### config.mk
export PLATFORM = sky130hd
export DESIGN_NAME = lbed_mac
export DESIGN_NICKNAME = d
export VERILOG_FILES = /design/src/lowbit_embedding_dequant_macros.svh /design/src/lbed_pkg.sv /design/src/lbed_mac.sv
export SDC_FILE = /design/constraint.sdc
export NUM_CORES = 1
export LEC_CHECK = 0
export ABC_AREA = 1
export BUFFER_PORTS_ARGS = -buffer_cell sky130_fd_sc_hd__clkbuf_2
export CAP_MARGIN = 30
export CORE_ASPECT_RATIO = 0.6
export CORE_UTILIZATION = 40
export CTS_CLUSTER_DIAMETER = 100
export CTS_CLUSTER_SIZE = 25
export DETAILED_ROUTE_END_ITERATION = 10
export PLACE_DENSITY = 0.59
export SYNTH_ARGS = -nofsm -noshare
export SYNTH_HDL_FRONTEND = slang
export SYNTH_SLANG_ARGS = --single-unit
### constraint.sdc
create_clock -name clk -period 0.8 [get_ports clk]
set_clock_uncertainty 0.2 [all_clocks]
set_input_delay 0.04 -clock clk [delete_from_list [all_inputs] [get_ports clk]]
set_output_delay 0.04 -clock clk [all_outputs]
set_load 0.1 [all_outputs]
### src/lowbit_embedding_dequant_macros.svh
// Assertion helpers for the embedding dequantizer.
`ifndef LOWBIT_EMBEDDING_DEQUANT_MACROS_SVH
`define LOWBIT_EMBEDDING_DEQUANT_MACROS_SVH

`ifndef ASSERT_OFF
`define LBED_ASSERT_IMPL(label, clk, rst_n, ante, cons) \
	label: assert property (@(posedge clk) disable iff (!rst_n) (ante) |-> (cons)) \
		else $error("implication check failed");
`define LBED_ASSERT_NEXT(label, clk, rst_n, ante, cons) \
	label: assert property (@(posedge clk) disable iff (!rst_n) (ante) |=> (cons)) \
		else $error("next-cycle check failed");
`define LBED_ASSERT_DELAY2(label, clk, rst_n, ante, cons) \
	label: assert property (@(posedge clk) disable iff (!rst_n) (ante) |-> ##2 (cons)) \
		else $error("two-cycle check failed");
`else
`define LBED_ASSERT_IMPL(label, clk, rst_n, ante, cons)
`define LBED_ASSERT_NEXT(label, clk, rst_n, ante, cons)
`define LBED_ASSERT_DELAY2(label, clk, rst_n, ante, cons)
`endif

`endif

### src/lbed_pkg.sv
package lbed_pkg;

	localparam int NUM_ROWS   = 256;
	localparam int MAX_DIM    = 64;
	localparam int MAX_GROUPS = 8;
	localparam int ROW_BYTES  = (MAX_DIM + 1) / 2;

	localparam int ROW_W  = $clog2(NUM_ROWS);
	localparam int COL_W  = $clog2(ROW_BYTES);
	localparam int GRP_W  = $clog2(MAX_GROUPS);
	localparam int IDX_W  = $clog2(MAX_DIM);
	localparam int DIM_W  = IDX_W + 1;
	localparam int WT_AW  = ROW_W + COL_W;
	localparam int PAR_AW = ROW_W + GRP_W;
	localparam int CFG_W  = 7;
	localparam int CFG_IW = 2;

	// Operation codes.
	localparam logic [1:0] OP_WEIGHT = 2'd0;
	localparam logic [1:0] OP_SCALE  = 2'd1;
	localparam logic [1:0] OP_ZP     = 2'd2;
	localparam logic [1:0] OP_LOOKUP = 2'd3;

	// Configuration register indexes.
	localparam logic [CFG_IW-1:0] REG_NBIT_MODE = 2'd0;
	localparam logic [CFG_IW-1:0] REG_DIM       = 2'd1;
	localparam logic [CFG_IW-1:0] REG_GROUPS    = 2'd2;
	localparam logic [CFG_IW-1:0] REG_ZP_EN     = 2'd3;

	typedef struct packed {
		logic [1:0]  operation;
		logic [7:0]  row;
		logic [4:0]  column;
		logic [15:0] value;
	} item_t;

	typedef struct packed {
		logic signed [32:0] result_value;
		logic [5:0]         element_index;
		logic               last;
	} result_t;

	// Control that travels with the memory read of one element.
	typedef struct packed {
		logic             valid;
		logic [IDX_W-1:0] element_index;
		logic             last;
		logic             nbit;
		logic [1:0]       pos;
		logic             zp_en;
	} elem_ctl_t;

endpackage

### src/lbed_mac.sv
module lbed_mac (
	input  logic                clk,
	input  logic                arst_n,
	input  lbed_pkg::elem_ctl_t ctl,
	input  logic [7:0]          wt_byte,
	input  logic [15:0]         scale,
	input  logic [15:0]         zp_word,
	output logic                strobe,
	output lbed_pkg::result_t   result
);

	logic [3:0]         nib;
	logic [1:0]         pair;
	logic signed [3:0]  w;
	logic signed [15:0] zp;
	logic signed [16:0] diff;
	logic signed [32:0] diff_x;
	logic signed [32:0] scale_x;
	logic signed [32:0] prod;
	logic               strobe_s2;
	lbed_pkg::result_t  res_s2;

	always_comb begin
		nib  = ctl.pos[0] ? wt_byte[3:0] : wt_byte[7:4];
		case (ctl.pos)
			2'd0: pair = wt_byte[1:0];
			2'd1: pair = wt_byte[3:2];
			2'd2: pair = wt_byte[5:4];
			default: pair = wt_byte[7:6];
		endcase
		// Subtracting the offset flips the top bit of the unsigned code.
		if (ctl.nbit) begin
			w = $signed({~nib[3], nib[2:0]});
		end else begin
			w = $signed({{2{~pair[1]}}, ~pair[1], pair[0]});
		end
		zp      = ctl.zp_en ? $signed(zp_word) : 16'sd0;
		diff    = $signed({{5{w[3]}}, w, 8'd0}) - $signed({zp[15], zp});
		diff_x  = 33'(diff);
		scale_x = 33'($signed(scale));
		prod    = diff_x * scale_x;
	end

	always_ff @(posedge clk or negedge arst_n) begin
		if (!arst_n) begin
			strobe_s2 <= 1'b0;
		end else begin
			strobe_s2 <= ctl.valid;
		end
	end

	always_ff @(posedge clk) begin
		res_s2.result_value  <= prod;
		res_s2.element_index <= ctl.element_index;
		res_s2.last          <= ctl.last;
	end

	assign strobe = strobe_s2;
	assign result = res_s2;

endmodule

==> After elaboration in Yosys (flattened, before gate mapping) <==
Index checks and enable logic that the tools add are counted.
{ "word_totals": {"reg_bits": 41, "wordCells": 15, "input_bits": 54} }
{ "op_classes": {"reduce_logical": 1, "mul": 1, "n_eq_ne": 2, "add_sub_neg": 1, "bitwise_logic": 2, "muxes": 4} }
{ "op_table": {"columns": ["cell", "count"], "rows": [
  ["multiplier 17 x 16 -> 33 bit", 1],
  ["subtractor 12 x 16 -> 17 bit", 1],
  ["two-way mux 16 bit", 1],
  ["two-way mux 4 bit", 2],
  ["one-hot mux 2 bit (3 select lines)", 1],
  ["== test 2 x 1 -> 1 bit (second input constant)", 1],
  ["== test 2 bit (second input constant)", 1],
  ["logical NOT 2 bit", 1],
  ["NOT 1 bit", 2]
]} }

==> Depth between registers and ports, before layout <==
Gate-level depths: netlist of run 1.
{ "depth": {"ltp_word": 6, "depth_mapped": 44} }

==> Least setup slack after synthesis of run 1 <==
No wires, ideal clock.
{ "synth_path": {"path_kind": "input-to-reg", "from": "input ctl[1] (netlist name)", "to": "register res_s2, in the netlist result[39]", "cell_stages": 40, "arrival_ns": 6.803, "required_ns": 0.488, "path_slack_ns": -6.315, "path_cell_list": "clkbuf_1 nor2_1 nand2_1 nand3_1 o211ai_1 inv_1 nor2_1 ha_1 nand2_1 inv_1 nand2_1 nand2_1 a21oi_1 nand2_1 nand2_2 nand2_2 nand2_2 inv_1 (+4 left out) inv_1 or2_2 nand2_1 o21ai_0 fa_1 fa_1 inv_1 fa_1 inv_1 ha_1 nand2_1 nor2_1 inv_1 nor3_1 and2_1 a21oi_1 nand2_1 nand2_1"} }
{ "synth_between": {"elab_chain_len": 6, "word_cells_on_any_way": 10, "cone_classes": "add/sub: 1; mul: 1; eq/ne: 2; mux: 3; bitwise: 2; reduce/logical: 1"} }
{ "synth_rtl": {"columns": ["item", "line_no", "text"], "rows": [
  ["start: declaration", "lbed_mac.sv:4", "input lbed_pkg::elem_ctl_t ctl,"],
  ["== test 2 bit (tied with other cells)", "lbed_mac.sv:25", "case (ctl.pos)"],
  ["one-hot mux 2 bit (3 select lines)", "lbed_mac.sv:25", null],
  ["NOT 1 bit", "lbed_mac.sv:35", "w = $signed({{2{~pair[1]}}, ~pair[1], pair[0]});"],
  ["two-way mux 4 bit (*)", "lbed_mac.sv:32", "if (ctl.nbit) begin"],
  ["subtractor 12 x 16 -> 17 bit (*)", "lbed_mac.sv:38", "diff = $signed({{5{w[3]}}, w, 8'd0}) - $signed({zp[15], zp});"],
  ["multiplier 17 x 16 -> 33 bit (*)", "lbed_mac.sv:41", "prod = diff_x * scale_x;"],
  ["named net prod[32]", "lbed_mac.sv:19", "logic signed [32:0] prod;"],
  ["end: declaration", "lbed_mac.sv:21", "lbed_pkg::result_t res_s2;"]
]} }
The timed path passes the listed nets; every way through them passes the cells marked *.

==> Final worst setup path of run 1 <==
{ "layout_path": {"from": "input ctl[1] (netlist name)", "to": "register res_s2, in the netlist result[37]"} }
Same word-level chain as after synthesis.

==> impl_metrics.csv, run 1 <==
group,metric,value,unit
synth,mappedNetlistArea,0.01283,mm^2
synth,synthAdderAreaFrac,51.48,%
timing,finalCritPeriodShare,831.1,%
floorplan,core_area,0.03134,mm^2
layout,drive_gt1_share,45.20,%
synth,synth_enable_flop_cells,0,
timing,holdWs,-123.7,ps
synth,async_reset_ff_share,2.439,%
flow_run,maxCapViolCount,0,
floorplan,rows,50,
global_route,grt_max_degree,14,
layout,final_nets,2490,
setup_path,cp.required,790,ps
drt,num_vias,12190,
setup_path,cp_max_fo,7,
drt,wl_per_cell,16.98,um
cts,hold_buffers,9,
floorplan,initial_core_util,40.94,%
layout,num_antenna_cells,0,
timing,setup_viol,73,
synth,seq_area_frac_synth,6.435,%
global_route,grt_antenna_before_repair,0,
synth,synthCells,1652,
hold_path,hp-class,"in -> async",
synth,synth_top_area_cell,"fa_1",
cts,cts_tree,"done",
timing,hold_viol,2,
floorplan,die_h,140.7,um
timing,relSlewSlack,72.67,%
timing,timing.fmax,0.1504,GHz
cts,root_buffer,"clkbuf_16",
synth,synth.cells.most_frequent,"inv_1 (427), nand2_1 (348), fa_1 (270)",
synth,synth_warnings,0,
drt,post_drt_via_cell_ratio,4.901,
placement,port_buffers,94,
synth,avgSynthCellArea,7.768,um^2
drt,drc,0,
synth,synth_top_family_by_area,"adder cells",
placement,gp_congestion,0.9467,
cts,htreeDepth,2,
outcome,status,"complete, but fails checks",
synth,syn-num-nets,2072,
timing,rsz0062_at_grt,"yes",
synth,synth_seq_cells,41,
drt,antenna_left,0,
synth,synth_compound_area_share,3.227,%
timing,tightest_slew,407.5,ps
drt,routed_wl,42230,um
synth,synth_top_area_share,42.12,%
floorplan,fp.dieArea,0.03282,mm^2
synth,synth_xor_area_share,1.970,%
global_route,grt_pass1_wl,66940,um
floorplan,num_io_pins,95,
global_route,grt-ovfl-total,0,
cts,cts_max_path_buffers,2,
layout,area_growth,55.91,%
cts,clk_pin_slew,60,ps
setup_path,critical_path_class,"in -> reg",
synth,yosys.area_share.simple,22.59,%
floorplan,die_x,233.2,um
synth,synthMuxAreaShare,0,%
cts,cts_sinks,41,
setup_path,critPathMostFrequentCell,"nand2_4",
setup_path,critPathSlowestCell,"fa_2",
global_route,grt_use_total,26.53,%
timing,fin_ws,-5848,ps
synth,synthFlopType,"dfxtp_1",
synth,synth.most_common_cell,"inv_1",
drt,dr.pass1.iters,5,
placement,dp_slack,-6366,ps
setup_path,worst_setup_path_end_kind,"register",
timing,maxSlewViolCount,0,
setup_path,critPathMaxStageDelay,590,ps
cts,cts_buffers,5,
synth,yosys-top-cells-area,"fa_1 (42%), inv_1 (12%), nand2_1 (10%), ha_1 (9.4%), dfxtp_1 (6.2%)",
setup_path,cp_data_arrival_time,6640,ps
timing,period_minus_slack,6648,ps
placement,dpl.hpwl,35050,um
global_route,grt_pass1_vias,12850,
synth,ys_types,43,
drt,drt_iter0_markers,856,
setup_path,cp-start-kind,"primary input",
outcome,failed_checks,"hold timing, setup timing",
==> registers in the layout, summed over array words and instances (netlist names) <==
signal and cells:
strobe 1, result 40
==> per-layer routing <==
layer / GRT usage (%) / share of wire (%)
met1: 38.06 / 44
met2: 40.56 / 44
met3: 7.929 / 10
met4: 2.924 / 1.1
met5: 0 / 0
==> worst max-delay path, delay by kind of cell <==
kind                       cells  cell delay (ps)
adders and majority gates      8             3700
and+or+nand+nor               14             1380
buffers and inverters          9              870
AOI/OAI and AO/OA              4              580
xor gates and xnor gates       1               70
==> repair_timing <==
item | CTS | global route
gates resized for setup | 263 | 189
setup endpoints to repair | 74 | 73
hold endpoints to repair | 10 | 2
gates cloned | 1 | 0
buffers inserted | 43 | 35
pin swaps | 153 | 172
==> layout by cell type, fill, tap and decap left out, types with 4 or more instances in the layout <==
cell and instances:
buf_12 58, a21oi_4 13, nand3_1 49, inv_1 363, inv_4 10, dfxtp_4 40, o21ai_4 4, nor2_4 40
xor2_1 15, ha_4 44, o21bai_1 5, nand4_1 13, nand2_4 55, ha_2 5, clkbuf_16 8, nor2_1 112
ha_1 47, o21ai_0 4, xor2_2 4, nand2_8 11, fa_2 19, buf_6 71, or2_4 5, nor2_2 25
nand2_1 231, nand3_2 20, o21ai_2 5, dlygate4sd3_1 9, nand2_2 82, a21oi_2 23, inv_2 62, xnor2_1 7
nor3_2 4, clkbuf_2 50, clkinv_1 4, fa_1 251, a21oi_1 10, buf_4 252
==> cell type report <==
class | count | area (um^2)
clock buffer | 7 | 142.6
clock inverter | 1 | 30.03
fill | 2549 | 11340
inverter | 443 | 1718
multi-input combinational | 1136 | 12350
sequential | 41 | 979.7
tap | 416 | 520.5
timing repair buffer | 443 | 4268
==> per-stage QoR <==
step                area (um^2)  hold WS [ps]  utilization, %  setup TNS [ps]  instances
finish                    20010        -123.7           63.83         -164360       2487
global route              20010        -135.2           63.83         -170950       2487
global placement          17480        -383.5           55.78         -165500       2398
CTS                       19100        -168.9           60.93         -160340       2457
detailed placement        17480        -382.6           55.78         -167640       2398
floorplan                 13930        -455.6               -         -143280       1652
==> worst paths after layout <==
path | from | to | slack, ps
max | ctl[1] | result[37]$_DFF_P_ | -5850
min | arst_n | strobe$_DFF_PN0_ | -120
max in group asynchronous | arst_n | strobe$_DFF_PN0_ | 430
min in group clk | scale[0] | result[8]$_DFF_P_ | -10
==> cell families after synthesis <==
kind of cell    after synthesis
simple gates                667
buf+inv                     475
fa+ha+maj                   366
compound gates               75
flops                        41
xor+xnor                     28
Power of run 1 is left out: the tool's default activity adds up to more than one toggle a clock period on the data nets, which glitch-free logic cannot reach.
==> run 2: changes to the inputs <==
Settings changed: ABC_AREA 1 to 0, CORE_ASPECT_RATIO 0.6 to 1.2, CORE_MARGIN set to 4.
==> impl_metrics.csv, run 2 <==
group,metric,value,unit
outcome,status,"complete, but fails checks",
outcome,failed_checks,"hold timing, setup timing",
timing,period_minus_slack,7272,ps
layout,final_nets,2066,
drt,routed_wl,32710,um
synth,synth.most_common_cell,"inv_1",
synth,synth_top_family_by_area,"adder cells",
global_route,grt_pass1_vias,10850,
flow_run,maxCapViolCount,0,
cts,cts_sinks,41,
floorplan,rows,69,
setup_path,cp_data_arrival_time,7320,ps
synth,synthCells,1322,
drt,num_vias,10010,
synth,syn-num-nets,1742,
layout,drive_gt1_share,36.85,%
drt,drt_iter0_markers,529,
synth,synthFlopType,"dfxtp_1",
global_route,grt_max_degree,37,
synth,synth_top_area_share,44.92,%
cts,root_buffer,"clkbuf_16",
drt,drc,0,
placement,dpl.hpwl,26400,um
timing,tightest_slew,536.6,ps
placement,gp_congestion,0.9115,
setup_path,critPathSlowestCell,"fa_1",
synth,async_reset_ff_share,2.439,%
layout,fillerInstances,2536,
drt,wl_per_cell,16.05,um
synth,avgSynthCellArea,9.103,um^2
global_route,grt_antenna_before_repair,1,
global_route,grt-ovfl-total,0,
cts,cts_buffers,5,
synth,synth.cells.most_frequent,"inv_1 (314), fa_1 (270), nand2_1 (169)",
layout,area_growth,43.30,%
synth,synth_xor_area_share,3.889,%
synth,seq_area_frac_synth,6.862,%
placement,port_buffers,94,
drt,antenna_left,0,
layout,multi_input_area,0.01109,mm^2
cts,cts_tree,"done",
floorplan,fp.dieArea,0.03294,mm^2
floorplan,die_h,198.0,um
layout,mostFrequentLayoutCell,"inv_1",
synth,ys_types,63,
timing,tns,-170020,ps
synth,yosys-top-cells-area,"fa_1 (45%), ha_1 (10%), inv_1 (9.8%), dfxtp_1 (6.7%), nand2_1 (5.3%)",
synth,synth_enable_flop_cells,0,
synth,mappedNetlistArea,0.01203,mm^2
timing,hold_viol,1,
timing,holdWs,-162.0,ps
setup_path,critPathMaxStageDelay,540,ps
timing,rsz0062_at_grt,"yes",
cts,htreeDepth,2,
global_route,grt.busiest_layer,"met2",
synth,synth_compound_area_share,6.519,%
cts,cts_max_path_buffers,2,
layout,area.sequential,977.2,um^2
synth,synth_seq_cells,41,
synth,synth_warnings,0,
global_route,grt_pass1_wl,52890,um
global_route,grt_use_total,20.01,%
timing,finalCritPeriodShare,909.0,%
global_route,grt_use_met2,38.41,%
setup_path,cp.required,840,ps
cts,clk_pin_slew,60,ps
cts,hold_buffers,9,
synth,synthAdderAreaFrac,54.90,%
floorplan,die_x,166.3,um
setup_path,worst_setup_path_end_kind,"register",
timing,fin_ws,-6472,ps
drt,post_drt_via_cell_ratio,4.910,
global_route,grt_util_met3,1.717,%
synth,yosys.area_share.simple,15.63,%
layout,largest_reg_flops,40,
timing,timing.fmax,0.1375,GHz
drt,dr.pass1.iters,5,
setup_path,cp_max_fo,5,
setup_path,critical_path_class,"in -> reg",
timing,setup_viol,74,
floorplan,initial_core_util,40.64,%
global_route,use_met1,22.31,%
timing,maxSlewViolCount,0,
timing,relSlewSlack,63.76,%
setup_path,cp-start-kind,"primary input",
floorplan,num_io_pins,95,
layout,mostFrequentLayoutCells,"inv_1 (291), fa_1 (259), buf_4 (212)",
floorplan,core_area,0.02961,mm^2
hold_path,hp-class,"in -> async",
synth,synthMuxAreaShare,0.7382,%
setup_path,critPathMostFrequentCell,"fa_1",
synth,synth_top_area_cell,"fa_1",
-- run 2: changes by cell type in the layout (fill, tap and decap cells not counted), sizes merged, moves of 10 or more --
cell,before,now
buf,381,301
inv,437,314
nand2b,0,10
nand2,379,170
xnor2,8,37
a21o,1,12
nand3,72,10
and3,0,32
and2,4,101
nor2,177,33
-- run 2: layout make-up --
type	instances	area share (%)
clock inverter	3	0.1016
timing repair buffer	361	19.51
antenna	1	0.01451
tap	390	2.830
multi-input combinational	922	64.30
sequential	41	5.666
inverter	315	6.856
clock buffer	5	0.7255
-- run 2: cells by family (layout without fill, tap and decap cells) --
logic type               Yosys count  count (layout)
AO/OA/AOI/OAI                    114             114
XOR/XNOR                          50              51
adder cells (fa/ha/maj)          366             366
buffers and inverters            361             684
flip-flops                        41              41
multiplexers                       7               7
other                              0               1
AND/OR/NAND/NOR                  383             384
-- run 2: critical path: cells and delay by family --
| family | cells | cell delay [ps] |
|---|---|---|
| simple gates | 5 | 840 |
| compound gates | 8 | 1890 |
| xor+xnor | 1 | 130 |
| fa+ha+maj | 8 | 3540 |
| buf+inv | 6 | 380 |
| mux | 1 | 470 |
-- run 2: routing by layer --
metal  vias up  share of wire (%)
met5         -                  0
met2       233                 55
met1      5070                 37
met3        76                3.2
met4         0                5.1
li1       4627                  -
-- run 2: path summary, 6_finish.rpt --
check	start	end	slack, ps
setup / recovery	ctl[1]	result[37]$_DFF_P_	-6470
max in group asynchronous	arst_n	strobe$_DFF_PN0_	470
min in group clk	scale[0]	result[7]$_DFF_P_	160
hold / removal	arst_n	strobe$_DFF_PN0_	-160
-- run 2: through the flow --
stage	area [um^2]	hold WS, ps	instances	utilization (%)	worst slack [ps]
finish	17250	-162.0	2038	58.24	-6472
global route	17250	-148.2	2038	58.24	-6751
CTS	16430	-168.3	2000	55.47	-6398
detailed placement	15700	-383.7	1966	53.00	-6730
global placement	15700	-385.0	1966	53.00	-6652
floorplan	12890	-455.6	1322	-	-6426
-- run 2: what timing repair did --
item                                   CTS  global route
endpoints found under the hold margin    9             1
gates cloned                             1             3
resized for setup                       79           125
pin swaps                               36            70
buffers inserted                        17            37
setup endpoints to repair               74            73
Power of run 2 is left out for the same reason.
==> run 3: changes to the inputs <==
Settings changed: CORE_MARGIN 4 to 2.
==> impl_metrics.csv, run 3 (synthesis results as in run 2) <==
group,metric,value,unit
flow_run,maxCapViolCount,0,
placement,port_buffers,94,
setup_path,critical_path.top_delay_family,"adder cells",
drt,wl_per_cell,15.95,um
outcome,failed_checks,"hold timing, setup timing",
setup_path,cp.required,790,ps
layout,largest_reg_flops,40,
cts,cts_tree,"done",
layout,mostFrequentLayoutCell,"inv_1",
floorplan,die_h,194.0,um
floorplan,fp.dieArea,0.03149,mm^2
setup_path,critical_path_class,"in -> reg",
placement,dpl.hpwl,26230,um
placement,dp_cells,1967,
layout,final_nets,2049,
setup_path,path_buf_inv,6,
setup_path,worst_setup_path_end_kind,"register",
floorplan,core_area,0.02961,mm^2
timing,tns,-169930,ps
global_route,grt-ovfl-total,0,
layout,stdcell_count,2021,
timing,finalCritPeriodShare,900.2,%
layout,fin_area,0.01731,mm^2
cts,htreeDepth,2,
floorplan,die_x,162.3,um
setup_path,cp_max_fo,7,
setup_path,cp_data_arrival_time,7190,ps
layout,area_growth,43.87,%
layout,mostFrequentLayoutCells,"inv_1 (291), fa_1 (260), buf_4 (196)",
drt,antenna_left,0,
cts,cts_sinks,41,
timing,period_minus_slack,7201,ps
global_route,grt_max_degree,37,
setup_path,critPathMostFrequentCell,"fa_1",
drt,num_vias,9886,
cts,cts_max_path_buffers,2,
drt,dr.pass1.iters,7,
drt,drt_iter0_markers,365,
global_route,grt_use_total,21.39,%
cts,root_buffer,"clkbuf_16",
global_route,grt_antenna_before_repair,1,
floorplan,initial_core_util,40.64,%
timing,holdWs,-157.6,ps
drt,post_drt_via_cell_ratio,4.892,
floorplan,rows,69,
timing,relSlewSlack,62.20,%
timing,maxSlewViolCount,0,
timing,timing.fmax,0.1389,GHz
timing,rsz0062_at_grt,"yes",
placement,gp_congestion,0.8868,
floorplan,num_io_pins,95,
outcome,status,"complete, but fails checks",
cts,hold_buffers,9,
global_route,grt_pass1_wl,53170,um
cts,clk_pin_slew,60,ps
cts,cts_buffers,5,
global_route,grt_pass1_vias,11140,
layout,fin_util,58.47,%
setup_path,critPathMaxStageDelay,530,ps
timing,hold_viol,1,
timing,tightest_slew,559.6,ps
setup_path,critPathSlowestCell,"fa_2",
timing,setup_viol,73,
hold_path,hp-class,"in -> async",
drt,drc,0,
layout,drive_gt1_share,36.75,%
setup_path,cp-start-kind,"primary input",
timing,fin_ws,-6401,ps
placement,place_area,0.01570,mm^2
drt,routed_wl,32230,um
[run 3: cell count changes in the layout (fill, tap and decap cells not counted), moves of 3 or more]
| cell | change |
|---|---|
| nor2_1 | -4 |
| ha_1 | -4 |
| buf_8 | +4 |
| xnor2_4 | +3 |
| buf_6 | -8 |
| buf_12 | +5 |
| xnor2_2 | -3 |
| a21oi_1 | -6 |
| and3_4 | -3 |
| a21oi_2 | +4 |
| buf_4 | -16 |
| ha_4 | +4 |
[run 3: final cells by class]
| type | count | area [um^2] |
|---|---|---|
| timing repair buffer | 345 | 3296 |
| fill | 2505 | 12300 |
| inverter | 315 | 1185 |
| sequential | 41 | 977.2 |
| clock buffer | 7 | 142.6 |
| clock inverter | 1 | 7.507 |
| multi-input combinational | 921 | 11210 |
| tap | 390 | 488.0 |
| antenna | 1 | 2.502 |
[run 3: per-stage QoR]
step | hold WS (ps) | setup WS [ps]
5_1_grt | -139.2 | -6717
3_5_place_dp | -383.5 | -6709
6_report | -157.6 | -6401
2_1_floorplan | -455.6 | -6426
4_1_cts | -168.4 | -6358
3_3_place_gp | -384.9 | -6651
[run 3: what timing repair did]
action	CTS	global route
cloned	3	2
pin swaps	26	84
resized for setup	81	137
setup endpoints to repair	74	73
buffers inserted	17	21
hold endpoints to repair	9	1
[run 3: worst paths after layout]
path                           from            endpoint  slack (ps)  depth (start not counted)
hold / removal               arst_n    strobe$_DFF_PN0_        -160                          2
min in group clk           scale[0]   result[7]$_DFF_P_         170                          3
max in group asynchronous    arst_n    strobe$_DFF_PN0_         460                          2
setup / recovery             ctl[1]  result[39]$_DFF_P_       -6400                         31
[run 3: metal layers]
layer | global-route usage [%] | up-vias | wire, um
met5 | 0 | - | 0
met4 | 11.47 | 0 | 1906
met3 | 1.797 | 81 | 930
met2 | 40.63 | 212 | 17770
met1 | 23.26 | 5000 | 11620
li1 | - | 4593 | -
Power of run 3 is left out for the same reason.
